`src/sset_pkg.sv`:
```
// Shared types and codes of the sorted key set.
`default_nettype none

package sset_pkg;

    // Fixed field widths of the command and result channels
    localparam int CMD_W    = 2;
    localparam int KEYIO_W  = 32;
    localparam int IDX_W    = 6;
    localparam int STAT_W   = 3;
    localparam int TOTAL_W  = 7;

    // Command codes
    localparam logic [CMD_W-1:0] CMD_INSERT = 2'd0;
    localparam logic [CMD_W-1:0] CMD_CLEAR  = 2'd1;
    localparam logic [CMD_W-1:0] CMD_READ   = 2'd2;
    localparam logic [CMD_W-1:0] CMD_UNUSED = 2'd3;

    // Status codes
    localparam logic [STAT_W-1:0] STAT_INSERTED     = 3'd0;
    localparam logic [STAT_W-1:0] STAT_DUPLICATE    = 3'd1;
    localparam logic [STAT_W-1:0] STAT_FULL         = 3'd2;
    localparam logic [STAT_W-1:0] STAT_CLEARED      = 3'd3;
    localparam logic [STAT_W-1:0] STAT_READ_OK      = 3'd4;
    localparam logic [STAT_W-1:0] STAT_OUT_OF_RANGE = 3'd5;

    // Engine sequencer states
    typedef enum logic [2:0] {
        S_IDLE,
        S_SRCH_RD,
        S_SRCH_CMP,
        S_SHIFT,
        S_PLACE,
        S_READ_WAIT,
        S_DONE
    } sset_state_t;

    // One finished result, handed from the engine to the output stage
    typedef struct packed {
        logic [STAT_W-1:0]  status;
        logic [IDX_W-1:0]   position;
        logic [TOTAL_W-1:0] total;
        logic [KEYIO_W-1:0] read_key;
    } sset_result_t;

endpackage

`default_nettype wire

```
`src/sset_ram.sv`:
```
// Generic simple dual-port RAM with registered read.
`default_nettype none

module sset_ram #(
    parameter int WIDTH = 32,
    parameter int DEPTH = 64
) (
    input  wire logic                     clk,
    input  wire logic                     wr_en,
    input  wire logic [$clog2(DEPTH)-1:0] wr_addr,
    input  wire logic [WIDTH-1:0]         wr_data,
    input  wire logic                     rd_en,
    input  wire logic [$clog2(DEPTH)-1:0] rd_addr,
    output logic      [WIDTH-1:0]         rd_data
);

    logic [WIDTH-1:0] mem [DEPTH];

    // Write port
    always_ff @(posedge clk)
    begin
        if (wr_en)
        begin
            mem[wr_addr] <= wr_data;
        end
    end

    // Read port, registered: data valid in the cycle after the address
    always_ff @(posedge clk)
    begin
        if (rd_en)
        begin
            rd_data <= mem[rd_addr];
        end
    end

endmodule

`default_nettype wire

```
`src/sset_engine.sv`:
```
// Sequencer of the sorted key set: bisection, shift-up, place, clear, read.
`default_nettype none

module sset_engine #(
    parameter int CAPACITY  = 64,
    parameter int KEY_WIDTH = 32
) (
    input  wire logic                                  clk,
    input  wire logic                                  rst_n,
    // command side
    input  wire logic                                  in_valid,
    output logic                                       in_ready,
    input  wire logic [sset_pkg::CMD_W-1:0]            cmd,
    input  wire logic signed [sset_pkg::KEYIO_W-1:0]   key,
    input  wire logic [sset_pkg::IDX_W-1:0]            index,
    // result side
    output logic                                       res_valid,
    input  wire logic                                  res_ready,
    output sset_pkg::sset_result_t                     res,
    // key store
    output logic                                       ram_wr_en,
    output logic [$clog2(CAPACITY)-1:0]                ram_wr_addr,
    output logic [KEY_WIDTH-1:0]                       ram_wr_data,
    output logic                                       ram_rd_en,
    output logic [$clog2(CAPACITY)-1:0]                ram_rd_addr,
    input  wire logic [KEY_WIDTH-1:0]                  ram_rd_data
);

    localparam int AW = $clog2(CAPACITY);
    localparam int CW = $clog2(CAPACITY + 1);
    localparam logic [CW-1:0] CAP_C = CW'(CAPACITY);

    sset_pkg::sset_state_t state_reg, state_next;

    logic [CW-1:0]              count_reg, count_next;
    logic [CW-1:0]              left_reg, left_next;
    logic [CW-1:0]              right_reg, right_next;
    logic [AW-1:0]              mid_reg, mid_next;
    logic [AW-1:0]              rp_reg, rp_next;
    logic [AW-1:0]              last_reg, last_next;
    logic                       reading_reg, reading_next;
    logic                       pend_reg, pend_next;
    logic [KEY_WIDTH-1:0]       key_reg, key_next;
    logic [sset_pkg::IDX_W-1:0] idx_reg, idx_next;
    sset_pkg::sset_result_t     res_reg, res_next;

    logic [CW:0]   mid_sum;
    logic [AW-1:0] mid_calc;
    logic          in_range;
    logic          key_eq;
    logic          key_lt;

    // Midpoint of the open search window
    assign mid_sum  = {1'b0, left_reg} + {1'b0, right_reg};
    assign mid_calc = AW'(mid_sum[CW:1]);

    // Read index lies below the count and inside the store
    assign in_range = (int'(index) < int'(count_reg)) && (int'(index) < CAPACITY);

    // Signed compare of the probed entry against the held key
    assign key_eq = (ram_rd_data == key_reg);
    assign key_lt = ($signed(key_reg) < $signed(ram_rd_data));

    // Next state
    always_comb
    begin
        state_next = state_reg;
        case (state_reg)
            sset_pkg::S_IDLE:
            begin
                if (in_valid)
                begin
                    case (cmd)
                        sset_pkg::CMD_INSERT: state_next = sset_pkg::S_SRCH_RD;
                        sset_pkg::CMD_CLEAR:  state_next = sset_pkg::S_DONE;
                        sset_pkg::CMD_READ:
                        begin
                            if (in_range)
                            begin
                                state_next = sset_pkg::S_READ_WAIT;
                            end
                            else
                            begin
                                state_next = sset_pkg::S_DONE;
                            end
                        end
                        default:              state_next = sset_pkg::S_IDLE;
                    endcase
                end
            end
            sset_pkg::S_SRCH_RD:
            begin
                if (left_reg < right_reg)
                begin
                    state_next = sset_pkg::S_SRCH_CMP;
                end
                else if (count_reg >= CAP_C)
                begin
                    state_next = sset_pkg::S_DONE;
                end
                else if (count_reg > left_reg)
                begin
                    state_next = sset_pkg::S_SHIFT;
                end
                else
                begin
                    state_next = sset_pkg::S_PLACE;
                end
            end
            sset_pkg::S_SRCH_CMP:
            begin
                if (key_eq)
                begin
                    state_next = sset_pkg::S_DONE;
                end
                else
                begin
                    state_next = sset_pkg::S_SRCH_RD;
                end
            end
            sset_pkg::S_SHIFT:
            begin
                if (!reading_reg)
                begin
                    state_next = sset_pkg::S_PLACE;
                end
            end
            sset_pkg::S_PLACE:     state_next = sset_pkg::S_DONE;
            sset_pkg::S_READ_WAIT: state_next = sset_pkg::S_DONE;
            sset_pkg::S_DONE:
            begin
                if (res_ready)
                begin
                    state_next = sset_pkg::S_IDLE;
                end
            end
            default:               state_next = sset_pkg::S_IDLE;
        endcase
    end

    // Outputs and datapath updates
    always_comb
    begin
        count_next   = count_reg;
        left_next    = left_reg;
        right_next   = right_reg;
        mid_next     = mid_reg;
        rp_next      = rp_reg;
        last_next    = last_reg;
        reading_next = reading_reg;
        pend_next    = pend_reg;
        key_next     = key_reg;
        idx_next     = idx_reg;
        res_next     = res_reg;
        in_ready     = 1'b0;
        res_valid    = 1'b0;
        ram_wr_en    = 1'b0;
        ram_wr_addr  = last_reg + 1'b1;
        ram_wr_data  = ram_rd_data;
        ram_rd_en    = 1'b0;
        ram_rd_addr  = rp_reg;

        case (state_reg)
            sset_pkg::S_IDLE:
            begin
                in_ready = 1'b1;
                if (in_valid)
                begin
                    key_next   = KEY_WIDTH'(key);
                    idx_next   = index;
                    left_next  = '0;
                    right_next = count_reg;
                    case (cmd)
                        sset_pkg::CMD_CLEAR:
                        begin
                            count_next = '0;
                            res_next   = '{status:   sset_pkg::STAT_CLEARED,
                                           position: '0, total: '0, read_key: '0};
                        end
                        sset_pkg::CMD_READ:
                        begin
                            if (in_range)
                            begin
                                ram_rd_en   = 1'b1;
                                ram_rd_addr = AW'(index);
                            end
                            else
                            begin
                                res_next = '{status:   sset_pkg::STAT_OUT_OF_RANGE,
                                             position: index,
                                             total:    sset_pkg::TOTAL_W'(count_reg),
                                             read_key: '0};
                            end
                        end
                        default:
                        begin
                        end
                    endcase
                end
            end
            sset_pkg::S_SRCH_RD:
            begin
                // Probe the midpoint, or settle the outcome of the search
                if (left_reg < right_reg)
                begin
                    ram_rd_en   = 1'b1;
                    ram_rd_addr = mid_calc;
                    mid_next    = mid_calc;
                end
                else if (count_reg >= CAP_C)
                begin
                    res_next = '{status:   sset_pkg::STAT_FULL, position: '0,
                                 total:    sset_pkg::TOTAL_W'(count_reg), read_key: '0};
                end
                else
                begin
                    rp_next      = AW'(count_reg - 1'b1);
                    reading_next = 1'b1;
                    pend_next    = 1'b0;
                end
            end
            sset_pkg::S_SRCH_CMP:
            begin
                // Narrow the window or report the key as held
                if (key_eq)
                begin
                    res_next = '{status:   sset_pkg::STAT_DUPLICATE,
                                 position: sset_pkg::IDX_W'(mid_reg),
                                 total:    sset_pkg::TOTAL_W'(count_reg), read_key: '0};
                end
                else if (key_lt)
                begin
                    right_next = CW'(mid_reg);
                end
                else
                begin
                    left_next = CW'(mid_reg) + 1'b1;
                end
            end
            sset_pkg::S_SHIFT:
            begin
                // Write back the entry read last cycle one place higher
                if (pend_reg)
                begin
                    ram_wr_en   = 1'b1;
                    ram_wr_addr = last_reg + 1'b1;
                    ram_wr_data = ram_rd_data;
                end
                // Read the next lower entry until the insert place is reached
                if (reading_reg)
                begin
                    ram_rd_en   = 1'b1;
                    ram_rd_addr = rp_reg;
                    last_next   = rp_reg;
                    pend_next   = 1'b1;
                    if (CW'(rp_reg) == left_reg)
                    begin
                        reading_next = 1'b0;
                    end
                    else
                    begin
                        rp_next = rp_reg - 1'b1;
                    end
                end
                else
                begin
                    pend_next = 1'b0;
                end
            end
            sset_pkg::S_PLACE:
            begin
                ram_wr_en   = 1'b1;
                ram_wr_addr = AW'(left_reg);
                ram_wr_data = key_reg;
                count_next  = count_reg + 1'b1;
                res_next    = '{status:   sset_pkg::STAT_INSERTED,
                                position: sset_pkg::IDX_W'(left_reg),
                                total:    sset_pkg::TOTAL_W'(count_reg + 1'b1),
                                read_key: '0};
            end
            sset_pkg::S_READ_WAIT:
            begin
                res_next = '{status:   sset_pkg::STAT_READ_OK, position: idx_reg,
                             total:    sset_pkg::TOTAL_W'(count_reg),
                             read_key: sset_pkg::KEYIO_W'(ram_rd_data)};
            end
            sset_pkg::S_DONE:
            begin
                res_valid = 1'b1;
            end
            default:
            begin
            end
        endcase
    end

    assign res = res_reg;

    // Control registers
    always_ff @(posedge clk or negedge rst_n)
    begin
        if (!rst_n)
        begin
            state_reg   <= sset_pkg::S_IDLE;
            count_reg   <= '0;
            reading_reg <= 1'b0;
            pend_reg    <= 1'b0;
        end
        else
        begin
            state_reg   <= state_next;
            count_reg   <= count_next;
            reading_reg <= reading_next;
            pend_reg    <= pend_next;
        end
    end

    // Payload registers
    always_ff @(posedge clk)
    begin
        left_reg  <= left_next;
        right_reg <= right_next;
        mid_reg   <= mid_next;
        rp_reg    <= rp_next;
        last_reg  <= last_next;
        key_reg   <= key_next;
        idx_reg   <= idx_next;
        res_reg   <= res_next;
    end

endmodule

`default_nettype wire

```
`src/sorted_set_insert.sv`:
```
// Sorted key set: keys kept in ascending signed order, inserted without duplicates.
//
// Command channel (in_valid/in_ready, cmd/key/index) takes one transaction at a
// time: insert a key, clear the set, or read the entry at an index. Each command
// but the unused code yields exactly one result transaction (out_valid/out_ready,
// status/position/entry_total/read_key); the unused code is taken and dropped.
// An insert bisects the held keys with one store read per probe; on a duplicate
// it ends when the key is found, and with the store full it drops the key once
// the search ends. Otherwise it moves the entries at and above the insert place
// up by one place, one entry moved per cycle in the shift-up, and writes the new
// key last. Clear and read need no search. After handing off a result the engine
// returns to its idle state before it takes the next command. All steps use the
// single store memory, which serves one read and one write at a time.
// A finished result sits in an output register, so the engine takes the next
// command while the receiver stalls; it holds its own next result until that
// register frees. Reset empties the set and drops any pending result; the store
// contents are left as they are and are never read before being written.
`default_nettype none

module sorted_set_insert #(
    parameter int CAPACITY  = 64,
    parameter int KEY_WIDTH = 32
) (
    input  wire logic                                  clk,
    input  wire logic                                  rst_n,
    input  wire logic                                  in_valid,
    output logic                                       in_ready,
    input  wire logic [sset_pkg::CMD_W-1:0]            cmd,
    input  wire logic signed [sset_pkg::KEYIO_W-1:0]   key,
    input  wire logic [sset_pkg::IDX_W-1:0]            index,
    output logic                                       out_valid,
    input  wire logic                                  out_ready,
    output logic [sset_pkg::STAT_W-1:0]                status,
    output logic [sset_pkg::IDX_W-1:0]                 position,
    output logic [sset_pkg::TOTAL_W-1:0]               entry_total,
    output logic signed [sset_pkg::KEYIO_W-1:0]        read_key
);

    localparam int AW = $clog2(CAPACITY);

    logic                   res_valid;
    logic                   res_ready;
    sset_pkg::sset_result_t res;

    logic                   ram_wr_en;
    logic [AW-1:0]          ram_wr_addr;
    logic [KEY_WIDTH-1:0]   ram_wr_data;
    logic                   ram_rd_en;
    logic [AW-1:0]          ram_rd_addr;
    logic [KEY_WIDTH-1:0]   ram_rd_data;

    logic                   out_valid_reg, out_valid_next;
    sset_pkg::sset_result_t out_reg, out_next;

    sset_engine #(
        .CAPACITY  (CAPACITY),
        .KEY_WIDTH (KEY_WIDTH)
    ) u_engine (
        .clk         (clk),
        .rst_n       (rst_n),
        .in_valid    (in_valid),
        .in_ready    (in_ready),
        .cmd         (cmd),
        .key         (key),
        .index       (index),
        .res_valid   (res_valid),
        .res_ready   (res_ready),
        .res         (res),
        .ram_wr_en   (ram_wr_en),
        .ram_wr_addr (ram_wr_addr),
        .ram_wr_data (ram_wr_data),
        .ram_rd_en   (ram_rd_en),
        .ram_rd_addr (ram_rd_addr),
        .ram_rd_data (ram_rd_data)
    );

    sset_ram #(
        .WIDTH (KEY_WIDTH),
        .DEPTH (CAPACITY)
    ) u_store (
        .clk     (clk),
        .wr_en   (ram_wr_en),
        .wr_addr (ram_wr_addr),
        .wr_data (ram_wr_data),
        .rd_en   (ram_rd_en),
        .rd_addr (ram_rd_addr),
        .rd_data (ram_rd_data)
    );

    // Load the output register when it is empty or being drained
    assign res_ready = !out_valid_reg || out_ready;

    always_comb
    begin
        out_valid_next = out_valid_reg;
        out_next       = out_reg;
        if (res_ready)
        begin
            out_valid_next = res_valid;
            if (res_valid)
            begin
                out_next = res;
            end
        end
    end

    always_ff @(posedge clk or negedge rst_n)
    begin
        if (!rst_n)
        begin
            out_valid_reg <= 1'b0;
        end
        else
        begin
            out_valid_reg <= out_valid_next;
        end
    end

    always_ff @(posedge clk)
    begin
        out_reg <= out_next;
    end

    assign out_valid   = out_valid_reg;
    assign status      = out_reg.status;
    assign position    = out_reg.position;
    assign entry_total = out_reg.total;
    assign read_key    = $signed(out_reg.read_key);

    // Engine works on one command at a time
    a_one_at_a_time: assert property (@(posedge clk) disable iff (!rst_n)
        in_valid && in_ready && (cmd != sset_pkg::CMD_UNUSED) |=> !in_ready)
        else $error("command taken while engine busy");

    // Only defined status codes leave the block
    a_status_code: assert property (@(posedge clk) disable iff (!rst_n)
        out_valid |-> (status <= sset_pkg::STAT_OUT_OF_RANGE))
        else $error("undefined status code");

    // A dropped insert only happens with the store full
    a_full_total: assert property (@(posedge clk) disable iff (!rst_n)
        out_valid && (status == sset_pkg::STAT_FULL) && (CAPACITY <= 64)
        |-> (entry_total == sset_pkg::TOTAL_W'(CAPACITY)))
        else $error("full drop with store not full");

    // An inserted key lands below the new count
    a_insert_pos: assert property (@(posedge clk) disable iff (!rst_n)
        out_valid && (status == sset_pkg::STAT_INSERTED) && (CAPACITY <= 64)
        |-> ({1'b0, position} < entry_total))
        else $error("insert position beyond count");

endmodule

`default_nettype wire
```
`config.mk`:
```
export PLATFORM = sky130hd
export DESIGN_NAME = sorted_set_insert
export DESIGN_NICKNAME = d
export VERILOG_FILES = /design/src/sset_pkg.sv /design/src/sset_ram.sv /design/src/sset_engine.sv /design/src/sorted_set_insert.sv
export SDC_FILE = /design/constraint.sdc
export NUM_CORES = 2
export LEC_CHECK = 0
export BUFFER_PORTS_ARGS = -buffer_cell sky130_fd_sc_hd__clkbuf_2
export CAP_MARGIN = 40
export CORE_MARGIN = 4
export CORE_UTILIZATION = 63
export DETAILED_ROUTE_END_ITERATION = 8
export PLACE_DENSITY_LB_ADDON = 0.12
export SYNTH_ARGS = -nofsm -noshare
export SYNTH_HDL_FRONTEND = slang
export SYNTH_SLANG_ARGS = --single-unit
```
`constraint.sdc`:
```
create_clock -name clk -period 6.05 [get_ports clk]
set_input_delay 0 -clock clk [delete_from_list [all_inputs] [get_ports clk]]
set_output_delay 0 -clock clk [all_outputs]
set_load 0.02 [all_outputs]
```
**Yosys cells after proc, flatten, opt, wreduce, memory -nomap -nowiden**

Memories as Yosys holds them, arrays and structs flattened. A register that Yosys moved wholly into a read port is not among the register bits.
Index checks and enable logic that the tools add are counted.

- Memories kept: 1
- Output and inout bits: 50
- Input port bits: 44
- Bits in registers: 179
- Word-level logic and storage cells: 137
- RAM bits: 2048

- $lt $le $gt $ge: 5
- Reductions and logical operators: 20
- Equal/unequal tests: 25
- Add/sub/neg operators: 6
- Multiplexer cells: 60

Memories:

| name | depth | bits a word | read ports | clocked after memory_dff | wr ports | line | text |
|---|---|---|---|---|---|---|---|
| u_store.mem | 64 | 32 | 1 | 1 | 1 | sset_ram.sv:17 | `logic [WIDTH-1:0] mem [DEPTH];` |

Operators by type and width:

| kind | number |
|---|---|
| two-way mux 48 bit | 5 |
| one-hot mux 48 bit (5 select lines) | 1 |
| one-hot mux 48 bit (2 select lines) | 1 |
| two-way mux 7 bit | 8 |
| two-way mux 6 bit | 9 |
| one-hot mux 7 bit (2 select lines) | 3 |
| equality test 32 bit | 1 |
| < comparator 32 bit | 1 |
| two-way mux 32 bit | 1 |
| one-hot mux 6 bit (2 select lines) | 2 |
| two-way mux 3 bit | 7 |
| inequality test 2 bit, second input constant | 9 |
| one-hot mux 3 bit (6 select lines) | 1 |
| two-way mux 1 bit | 16 |
| subtractor 6 x 1 -> 6 bit, second input constant | 2 |
| equality test 3 bit, second input constant | 3 |
| one-hot mux 3 bit (3 select lines) | 1 |
| AND reduction 3 bit | 3 |
| inequality test 2 x 1 -> 1 bit, second input constant | 4 |
| AND reduction 2 bit | 4 |
| AND reduction 4 bit | 2 |
| adder 6 x 1 -> 7 bit, second input constant | 1 |
| adder 7 x 1 -> 7 bit, second input constant | 1 |
| adder 7 bit | 1 |
| other kinds (24) | 29 |

**Logic depth before layout (Yosys ltp)**

- Depth in word-level cells: 5
- Mapped depth: 17
- Gate-level depth less buffers: 12

**Cells and area by module**

Synthesis repeated with hierarchy kept, for this count alone.

- Cell total of the unflattened synthesis: 4094
- Area total of the unflattened synthesis: 87779.2 µm²

By module, submodules not included:

| module | sequential area each (µm²) | cells an instance | instances | area an instance (µm²) |
|---|---|---|---|---|
| sset_ram | 62459.9 | 3324 | 1 | 78835.6 |
| sset_engine | 3843.7 | 718 | 1 | 7448.4 |
| sorted_set_insert | 1466.4 | 52 | 1 | 1495.2 |

**Least setup slack after synthesis**

Ideal clock, no wire load.

- Path type: reg-to-reg
- Start point: register u_engine.key_reg[31]
- End point: register u_engine.res_reg (netlist bit u_engine.res[0]) (enable)
- Period minus slack after synthesis: 5.318 ns
- Library setup time: 0.520 ns
- Buffers on the path: 0
- Data required time: 5.530 ns
- Arrival: 4.798 ns
- Setup slack: 0.732 ns
- Stages on the path, launching flop included: 7
- Cells stage by stage: edfxtp_1 -> ha_1 -> nand4_1 -> nor3_1 -> and4_1 -> nand3_1 -> o21ai_0

- Word-level cells in the longest chain between the ends: 3

RTL lines:

| element | line | text |
|---|---|---|
| start, declared | sset_engine.sv:43 | `logic [KEY_WIDTH-1:0] key_reg, key_next;` |
| start signal, assigned | sset_engine.sv:326 | `key_reg <= key_next;` |
| equality test 32 bit | sset_engine.sv:61 | `assign key_eq = (ram_rd_data == key_reg);` |
| inequality test 2 x 1 -> 1 bit (no source line) | -- |  |
| AND reduction 7 bit (no source line) | -- |  |
| end signal, assigned | sset_engine.sv:328 | `res_reg <= res_next;` |
| end, declared | sset_engine.sv:45 | `sset_pkg::sset_result_t res_reg, res_next;` |

No other way between the ends.
A chain may end at the register's enable or synchronous reset.

**Worst setup path after layout**

- Start point: register u_engine.count_reg[4]
- End point: register u_store.rd_data[2] (read register of u_store.mem), data pin

- Word-level cells in the longest chain between the ends: 5
- Elaborated cells between the ends (all ways): 9
- Those cells by class: 1 x order compare; 8 x mux

RTL lines:

| element | line | text |
|---|---|---|
| start, declared | sset_engine.sv:35 | `logic [CW-1:0] count_reg, count_next;` |
| start signal, assigned | sset_engine.sv:312 | `count_reg <= count_next;` |
| < comparator 6 x 7 -> 1 bit * | sset_engine.sv:58 | `assign in_range = (int'(index) < int'(count_reg)) && (int'(index) < CAPACITY);` |
| two-way mux 1 bit / two-way mux 6 bit (equally long branches) | sset_engine.sv:182 | `if (in_range)` |
| two-way mux 1 bit / two-way mux 6 bit (equally long branches) | sset_engine.sv:173 | `case (cmd)` |
| two-way mux 1 bit / two-way mux 6 bit (equally long branches) | sset_engine.sv:167 | `if (in_valid)` |
| one-hot mux 1 bit (3 select lines) / one-hot mux 6 bit (2 select lines) (equally long branches) | sset_engine.sv:163 | `case (state_reg)` |
| end, declared | sset_ram.sv:14 | `output logic [WIDTH-1:0] rd_data` |

Every way passes the cells marked *; elsewhere a longest branch is shown, timed or not.

==> reports/metrics.csv <==
metric,value,unit
run status,completed,
Die Span Y,383,um
CP max FO,24,
Clock Tree Root,clkbuf_16,
Leak,33.3,nW
post_cts resized,0,
"Slew Viols, Final",0,
DRC errors left,0,
worst path cell trace,"inv_1, ha_1, a211oi_1, or3_4, o311a_1, a32oi_2, and2_4, buf_12, buf_4, mux4_2, a22oi_1, a21boi_1, or4_1",
Clock transition at path regs,0.06,ns
Combinational Power Share,0.357,
unrepaired setup endpoints after global routing,no,
Num Clock Sinks,2259,
placed instance area,0.0932,mm2
min Tclk post-route,5.55,ns
vias per cell,6.81,
max reg flops,2048,
die width,383,um
Post-Synthesis Cells,5596,
Max-cap violations,0,
global route overflow,0,
R2R setup slack,0.50,ns
worst-case clock buffer depth,3,
worst hold-check path type,in2reg,
Peak VDD IR,0.466,mV
Core Rows,137,
initial antenna violation count,25,
worst endpoint data arrival time,6.13,ns
total power,52.9,mW
Critical Path Sink Type,flip-flop,
Crit Path Class,reg2reg,
Int Pwr,32.9,mW
"Area growth, synth to finish",13.7,%
clock share of power,0.237,
Sw Ratio,0.378,
"Worst Setup Slack, final",0.505,ns
slowest cell delay on critical path,0.63,ns
worst r2r src,u_engine.count_reg[4]$_DFFE_PN0P_,
final net count,5982,
CORE AREA,0.140,mm2
proportion of netlist area held by the largest area contributor,0.762,
Synthesized Nets,5705,
Finish-stage setup viols,0,
final period utilization,0.917,
Highest Clock Rate,180,MHz
latest clock arrival within the worst-skew pair,0.85,ns
dpl hpwl,149000,um
register share of total power,0.406,
gr usage total,0.344,
Num CTS Buffers,213,
sequential share of the synthesized area,0.766,
syn_area_per_cell,15.8,um2
initial core utilization,0.634,
total negative slack,0,ns
"Async S/R FF share, synth",0.00575,
Vias,54000,
final cell utilization of the core,0.720,
Synth cell types,75,
yosys warns,0,
Yosys top cell by area,edfxtp_1,
vias in the first global route,51300,
Worst EP required,6.63,ns
PD cells,527,mW/mm2
postcts setup bufs,0,
Final Cell Area,0.101,mm2
DRT Pass-1 Iters,6,
first-pass GRT wire length,362000,um
crit path max-delay cell type,and2_4,
post-route ant nets,0,
H-Tree Depth,4,
Main synth FF type,edfxtp_1,
full die area,0.146,mm2
worst setup path endpoint,u_store.rd_data[2]$_DFFE_PP_,
Switch Pwr,20.0,mW
input/output buffers,93,
routed length per instance,31.8,um
boundary pin count,94,
TritonCTS clock tree,yes,
Post-Syn Area,0.0885,mm2
"count leader, synth",edfxtp_1,
relative slew slack,0.311,
Post-synth top cells,"2246 x edfxtp_1, 761 x nand2_1, 659 x a21oi_1",
Post-Place Setup Slack,0.691,ns
Tightest Pin Transition,1.03,ns
routability cong.,0.925,
pin count of the biggest net entering global routing,128,
crit start category,flip-flop,
Yosys reg bits,2259,
"Hold-fix buffers, CTS",83,
CP Launch Point,u_engine.count_reg[4]$_DFFE_PN0P_,
largest cells by area after synthesis,"edfxtp_1 76%, a21oi_1 3.7%, a22oi_1 3.5%",
R2R cell count,13,
number of synthesized flops with an enable pin,2246,
RR Endpoint,u_store.rd_data[2]$_DFFE_PP_,
Routed WL,252000,um
layout cells sized above 1,0.151,
Fin. Hold Viols,0,
clk_skew,0.0313,ns
1st-iter DRT viols,8673,
metal layers:
metal / track usage / vias up / wire length [um]
met2: 0.506 / 3777 / 113000
met5: 0 / - / 255
li1: - / 22600 / -
met1: 0.494 / 27100 / 92800
met3: 0.0864 / 586 / 33200
met4: 0.158 / 10 / 12600
worst min-delay path by stage:
stage	from	end	slack, ns	depth (start not counted)
6_report	index[2]	u_engine.idx_reg[2]$_DFFE_PP_	0.09	2
4_1_cts	index[3]	u_engine.idx_reg[3]$_DFFE_PP_	0.004	2
3_3_place_gp	rst_n	u_engine.count_reg[6]$_DFFE_PN0P_	-0.05	1
5_1_grt	index[3]	u_engine.idx_reg[3]$_DFFE_PP_	0.06	2
3_5_place_dp	rst_n	u_engine.count_reg[6]$_DFFE_PN0P_	-0.07	1
2_1_floorplan	rst_n	out_valid$_DFFE_PN0P_	-0.30	0
critical path: cells and delay by family (launching register included):
family                     cells  cell delay [ns]
muxes                          1             0.58
buffers and inverters          3             0.86
adders and majority gates      1             0.32
AOI/OAI and AO/OA              5             1.43
and+or+nand+nor                3             1.57
DFF                            1             0.48
power by group through the flow:
stage          Clock, mW  Combinational [mW]  Sequential, mW
2_1_floorplan          0                9.96            22.0
3_3_place_gp           0                17.7            21.7
3_5_place_dp           0                18.4            21.8
4_1_cts             12.6                18.5            21.4
5_1_grt             13.3                19.7            21.5
6_report            12.6                18.9            21.5
per-stage QoR:
stage                     std cells  hold WS, ns
after global routing           7927       0.0568
after detailed placement       7449      -0.0660
after CTS                      7924      0.00356
after global placement         7422      -0.0549
after floorplan                5596       -0.296
final                          7932       0.0863
cell families (layout without fill, tap and decap cells):
group / Yosys count / after routing / share of synthesized area
AO/OA/AOI/OAI: 1428 / 1428 / 0.100
XOR/XNOR: 24 / 24 / 0.00238
adder cells (fa/ha/maj): 65 / 65 / 0.00928
buffers and inverters: 420 / 874 / 0.0196
flip-flops: 2259 / 2259 / 0.766
multiplexers: 236 / 236 / 0.0453
other: 0 / 6 / 0
AND/OR/NAND/NOR: 1164 / 1164 / 0.0571
area by class of cell:
cell class              count  area (um2)
inverters                  63         236
clock buffers             272        5580
multi-input cells        2917       19900
flip-flops and latches   2259       67800
clock inverters           120         895
well taps                1876        2350
diodes                      6        15.0
repair buffers            419        3790
fillers                  8671       39000
placed cells by master (no fill, tap or decap), drive strengths merged, types with 5 or more instances in the layout:
cell            n
or4            63
nand2b          6
a21oi         660
a22oi         409
mux2           36
and2            6
clkbuf        365
xnor2          14
nor2b           8
xor2           10
nor3           70
nand4          15
dlygate4sd3    83
mux2i          72
a221oi          5
nor2          123
nand2         762
o21ai         104
dfrtp          13
edfxtp       2246
buf           241
o211ai          8
nor4           32
a21o            9
o22ai          98
clkinv        101
bufinv          8
a31oi           6
nand3          30
a21boi         33
o21a            6
inv            70
and3           40
mux4          128
diode           6
ha             64
o32ai          31
a2111oi        31
Power figures use the tool's default switching activity.
